$ cat src/rtl/ppe_pkg.sv
// ppe_pkg: shared types and constants of the per-port ewma traffic estimator
// no dependencies; used by every rtl file of the block by scoped names
package ppe_pkg;

   localparam int PORT_W     = 5;
   localparam int LEN_W      = 16;
   localparam int TIME_W     = 32;
   localparam int VOL_W      = 48;
   localparam int PKT_W      = 32;
   localparam int CNT_W      = 32;
   localparam int IVL_W      = 16;
   localparam int SHIFT_W    = 4;
   localparam int CSR_IDX_W  = 4;
   localparam int CSR_DATA_W = 16;

   // port index extended to the widest address any legal depth needs
   localparam int PORT_EXT_W = 9;

   localparam logic [IVL_W-1:0]     IVL_RESET   = 16'd5;
   localparam logic [SHIFT_W-1:0]   SHIFT_RESET = 4'd3;

   // register indexes
   localparam logic [CSR_IDX_W-1:0] CSR_INTERVAL = 4'd0;
   localparam logic [CSR_IDX_W-1:0] CSR_SHIFT    = 4'd1;

   // result queue
   localparam int RSP_DEPTH = 4;
   localparam int RSP_PTR_W = 2;
   localparam int RSP_CNT_W = 3;

   typedef struct packed {
      logic [VOL_W-1:0]  vol;
      logic [PKT_W-1:0]  pkt;
      logic [TIME_W-1:0] last_time;
      logic [CNT_W-1:0]  count;
   } acc_entry_type;

   typedef struct packed {
      logic              valid;
      logic [PORT_W-1:0] port;
   } est_req_type;

   typedef struct packed {
      logic              valid;
      logic              fire;
      logic [PORT_W-1:0] port;
      logic [VOL_W-1:0]  vol;
      logic [PKT_W-1:0]  pkt;
      logic [TIME_W-1:0] last_time;
      logic [CNT_W-1:0]  count;
   } acc_out_type;

   typedef struct packed {
      logic [PORT_W-1:0] port;
      logic [VOL_W-1:0]  vol;
      logic [PKT_W-1:0]  pkt;
      logic [VOL_W-1:0]  prediction;
      logic [TIME_W-1:0] last_time;
      logic [CNT_W-1:0]  count;
   } report_type;

endpackage

$ cat src/rtl/ppe_rsp_fifo.sv
// ppe_rsp_fifo: small result queue between the estimate stage and the
// response channel; depends on ppe_pkg
module ppe_rsp_fifo (
   input  logic                              clock,
   input  logic                              reset,
   input  logic                              push,
   input  ppe_pkg::report_type               push_data,
   input  logic                              pop_ready,
   output logic                              out_valid,
   output ppe_pkg::report_type               out_data,
   output logic [ppe_pkg::RSP_CNT_W-1:0]     count
);

   ppe_pkg::report_type                 queue_ff [ppe_pkg::RSP_DEPTH];
   logic [ppe_pkg::RSP_PTR_W-1:0]       wr_ptr_ff;
   logic [ppe_pkg::RSP_PTR_W-1:0]       wr_ptr_in;
   logic [ppe_pkg::RSP_PTR_W-1:0]       rd_ptr_ff;
   logic [ppe_pkg::RSP_PTR_W-1:0]       rd_ptr_in;
   logic [ppe_pkg::RSP_CNT_W-1:0]       count_ff;
   logic [ppe_pkg::RSP_CNT_W-1:0]       count_in;
   logic                                pop;

   assign pop = pop_ready & (count_ff != '0);

   always_comb begin
      wr_ptr_in = push ? wr_ptr_ff + 1'b1 : wr_ptr_ff;
      rd_ptr_in = pop ? rd_ptr_ff + 1'b1 : rd_ptr_ff;
      count_in  = count_ff + {{(ppe_pkg::RSP_CNT_W-1){1'b0}}, push}
                           - {{(ppe_pkg::RSP_CNT_W-1){1'b0}}, pop};
   end

   always_ff @(posedge clock) begin
      if (reset) begin
         wr_ptr_ff <= '0;
         rd_ptr_ff <= '0;
         count_ff  <= '0;
      end else begin
         wr_ptr_ff <= wr_ptr_in;
         rd_ptr_ff <= rd_ptr_in;
         count_ff  <= count_in;
      end
   end

   always_ff @(posedge clock) begin
      if (push) begin
         queue_ff[wr_ptr_ff] <= push_data;
      end
   end

   assign out_valid = count_ff != '0;
   assign out_data  = queue_ff[rd_ptr_ff];
   assign count     = count_ff;

endmodule

$ cat config.mk
export PLATFORM = sky130hd
export DESIGN_NAME = ppe_rsp_fifo
export DESIGN_NICKNAME = d
export VERILOG_FILES = /design/src/rtl/ppe_pkg.sv /design/src/rtl/ppe_rsp_fifo.sv
export SDC_FILE = /design/constraint.sdc
export NUM_CORES = 1
export LEC_CHECK = 0
export BUFFER_PORTS_ARGS = -buffer_cell sky130_fd_sc_hd__buf_2
export CAP_MARGIN = 20
export CORE_AREA = 3 3 250 301
export DETAILED_ROUTE_END_ITERATION = 10
export DIE_AREA = 0 0 253 304
export GPL_TIMING_DRIVEN = 0
export PLACE_DENSITY = 0.57
export RECOVER_POWER = 100
export SETUP_SLACK_MARGIN = 0.4
export SYNTH_ARGS = -nofsm -noshare
export SYNTH_HDL_FRONTEND = slang
export SYNTH_SLANG_ARGS = --single-unit
export TNS_END_PERCENT = 5
$ cat constraint.sdc
create_clock -name clock -period 10.5 [get_ports clock]
set_clock_uncertainty 0.05 [all_clocks]
set_input_delay 2.1 -clock clock [delete_from_list [all_inputs] [get_ports clock]]
set_output_delay 2.1 -clock clock [all_outputs]
set_load 0.1 [all_outputs]
==> flow_metrics.py <==
metrics = {
    "layout": {
        "fillCellCount": 6120,
        "fin_nets": 1779,
        "drive_gt1_share_pct": 21.8,
        "fin_cells": 2576,
        "final_util_pct": 47.5,
        "area_growth_pct": 19.2,
    },
    "place": {
        "dp_cells": 2425,
        "dp_hpwl_microns": 39100,
        "numPortBuffers": 400,
        "gp_congestion": 0.694,
    },
    "floorplanning": {
        "die_w_microns": 253,
        "core_area_sq_um": 72400,
        "fp.dieH_microns": 304,
        "io_pins": 402,
        "die-area_sq_um": 76900,
        "start_util_pct": 39.9,
        "num_rows": 108,
    },
    "yosys": {
        "synth-edff-count": 788,
        "ys_types": 19,
        "yosysTopAreaCell": "edfxtp_1",
        "ys_top_cells_by_area": "edfxtp_1, mux4_2, dfxtp_1, buf_6, buf_2",
        "synthTopCellsByCount": "edfxtp_1, mux4_2, buf_2",
        "syn_inst": 1074,
        "syn_area_sq_um": 28900,
        "synth_ff_type": "edfxtp_1",
        "synth_top_area_share_pct": 81.9,
        "synth_most_common_cell": "edfxtp_1",
        "ys_warn_count": 0,
        "synth_nets": 1282,
        "synth.avg_cell_area_sq_um": 26.9,
        "ys_ff_latch": 797,
        "seq_area_frac_synth_pct": 82.6,
        "async_flop_share_pct": 0,
    },
    "sta": {
        "fin_tns_setup_ps": 0,
        "slew_headroom_pct": -143,
        "max_freq_mhz": 146,
        "hold_viol": 0,
        "rsz0062_at_grt": "false",
        "worst_pin_slew_ps": 3640,
        "setup_violations": 0,
        "drv_slew": 371,
        "post-route-period-util_pct": 65.4,
        "min_period_ps": 6870,
        "hold-worst-slack_ps": 522,
    },
    "global_route": {
        "antenna_found_initial": 17,
        "grt_pass1_vias": 14185,
        "grt_use_total_pct": 15.9,
        "grt_max_degree": 54,
        "grt_pass1_wl_microns": 90400,
        "grt_overflow_total": 0,
    },
    "critical_path": {
        "crit_path_cell_trace": "clkbuf_1 -> and2_0 -> buf_16 -> clkbuf_1",
        "cp.arrival_ps": 6990,
        "reg2reg_setup_slack_ps": 4910,
        "cp-start-kind": "input port",
        "cp_data_required_time_ps": 10620,
        "crit_slowest_cell": "and2_0",
        "end_kind": "flop",
        "worstPathMaxFanout": 47,
        "setup.worst_path.class": "input port to flop",
        "cpPeakStageDelay_ps": 2660,
        "cp_common_cell": "clkbuf_1",
    },
    "pwr": {
        "power_density_nw_per_um2": 279,
        "total_leakage_power_uw": 0.0105,
        "irDropWorstVdd_mv": 0.279,
    },
    "clock_tree": {
        "cts_tree": "yes",
        "clock_latency_ps": 610,
        "cts_max_level": 3,
        "cts_root_buffer": "clkbuf_16",
        "post_cts_buffers": 0,
        "post_cts_resized": 0,
        "ctsHoldBuffers": 0,
        "clk_path_buf_depth": 3,
        "numClockSinks": 797,
        "cts.reportedPaths.clkPinSlew_ps": 60,
        "cts_buffers": 79,
    },
    "drt": {
        "drc_errors": 0,
        "via_per_inst": 5.03,
        "drtPass1Iterations": 5,
        "drt_iter0_markers": 863,
        "wl_per_cell_microns": 23.7,
        "wl_microns": 61000,
        "ant_nets": 0,
        "via_count": 12961,
    },
    "min_path": {
        "hold_class": "flop to flop",
    },
    "status": {
        "violations": "capacitance limit, slew limit",
        "status": "finished, violations left",
    },
    "job": {
        "maxCapViolCount": 9,
    },
}
## per-layer routing
| layer | wire length (microns) | up-vias | track usage (%) | part of all wire, % |
|---|---|---|---|---|
| met5 | 50 | - | 0 | 0.082 |
| met4 | 1420 | 8 | 5.55 | 2.3 |
| met3 | 4800 | 93 | 5.15 | 7.9 |
| met2 | 31200 | 363 | 26.5 | 51 |
| met1 | 23500 | 6800 | 19.4 | 39 |
| li1 | - | 5697 | - | - |
## metrics by stage
stage	instance area [sq um]	total power (uW)	setup WS [ps]
finish	34400	9600	3630
global route	34400	9950	3060
CTS	35100	9820	4920
detailed placement	32500	6990	5620
global placement	32100	7000	-1040
floorplan	28900	6440	3300
## cells in the final DEF, fill, tap and decap left out, drive strengths merged
cell	Yosys	layout
xor3	1	1
mux4	197	197
bufinv	0	9
or3	1	1
o31a	1	1
ha	6	6
nor2b	4	4
edfxtp	788	788
clkinvlp	0	3
and2	4	4
inv	6	9
fa	1	1
clkinv	0	29
mux2	3	3
clkbuf	8	511
dfxtp	9	9
nor2	5	5
o311ai	1	1
xnor2	1	1
buf	37	45
diode	0	12
mux2i	1	1
## critical path, delay by kind of cell
kind	cells	cell delay (ps)
buf+inv	3	2180
simple gates	1	2660
## kinds of logic (layout without fill, tap and decap cells)
logic type	count (synthesis)	after routing	synth area share [%]
fa+ha+maj	7	7	0.329
xor+xnor	2	2	0.113
compound gates	2	2	0.0607
simple gates	14	14	0.260
other cells	0	12	0
buf+inv	51	606	1.17
mux	201	201	15.5
flops	797	797	82.6
## final cells by class
class | count | area (sq um) | share of cell area (%)
clock inverter | 44 | 502 | 1.46
multi-input combinational | 226 | 4700 | 13.7
timing repair buffer | 416 | 1760 | 5.12
inverter | 6 | 22.5 | 0.0654
sequential | 797 | 23800 | 69.3
antenna | 12 | 30.0 | 0.0873
tap | 935 | 1170 | 3.40
buffer | 45 | 304 | 0.883
clock buffer | 95 | 2080 | 6.04
## report_power, final
| group | total [uW] | internal, uW | switching [uW] |
|---|---|---|---|
| Clock | 2800 | 1640 | 1160 |
| Sequential | 3700 | 3670 | 35.0 |
| Combinational | 3090 | 600 | 2490 |
| Total | 9600 | 5910 | 3690 |
## registers in the layout, summed over array words and instances (netlist names), named ones only
name / cells
queue_ff: 788
count: 3
rd_ptr_ff: 2
wr_ptr_ff: 2
## final timing paths
check | end | startpoint | cells past startpoint
hold / removal | wr_ptr_ff[0] | wr_ptr_ff[0] | 2
setup / recovery | queue_ff[1][172] | push | 4
setup reg to reg | queue_ff[1][172] | wr_ptr_ff[0] | 4
hold reg to reg | wr_ptr_ff[0] | wr_ptr_ff[0] | 2
Power figures use the tool's default switching activity.
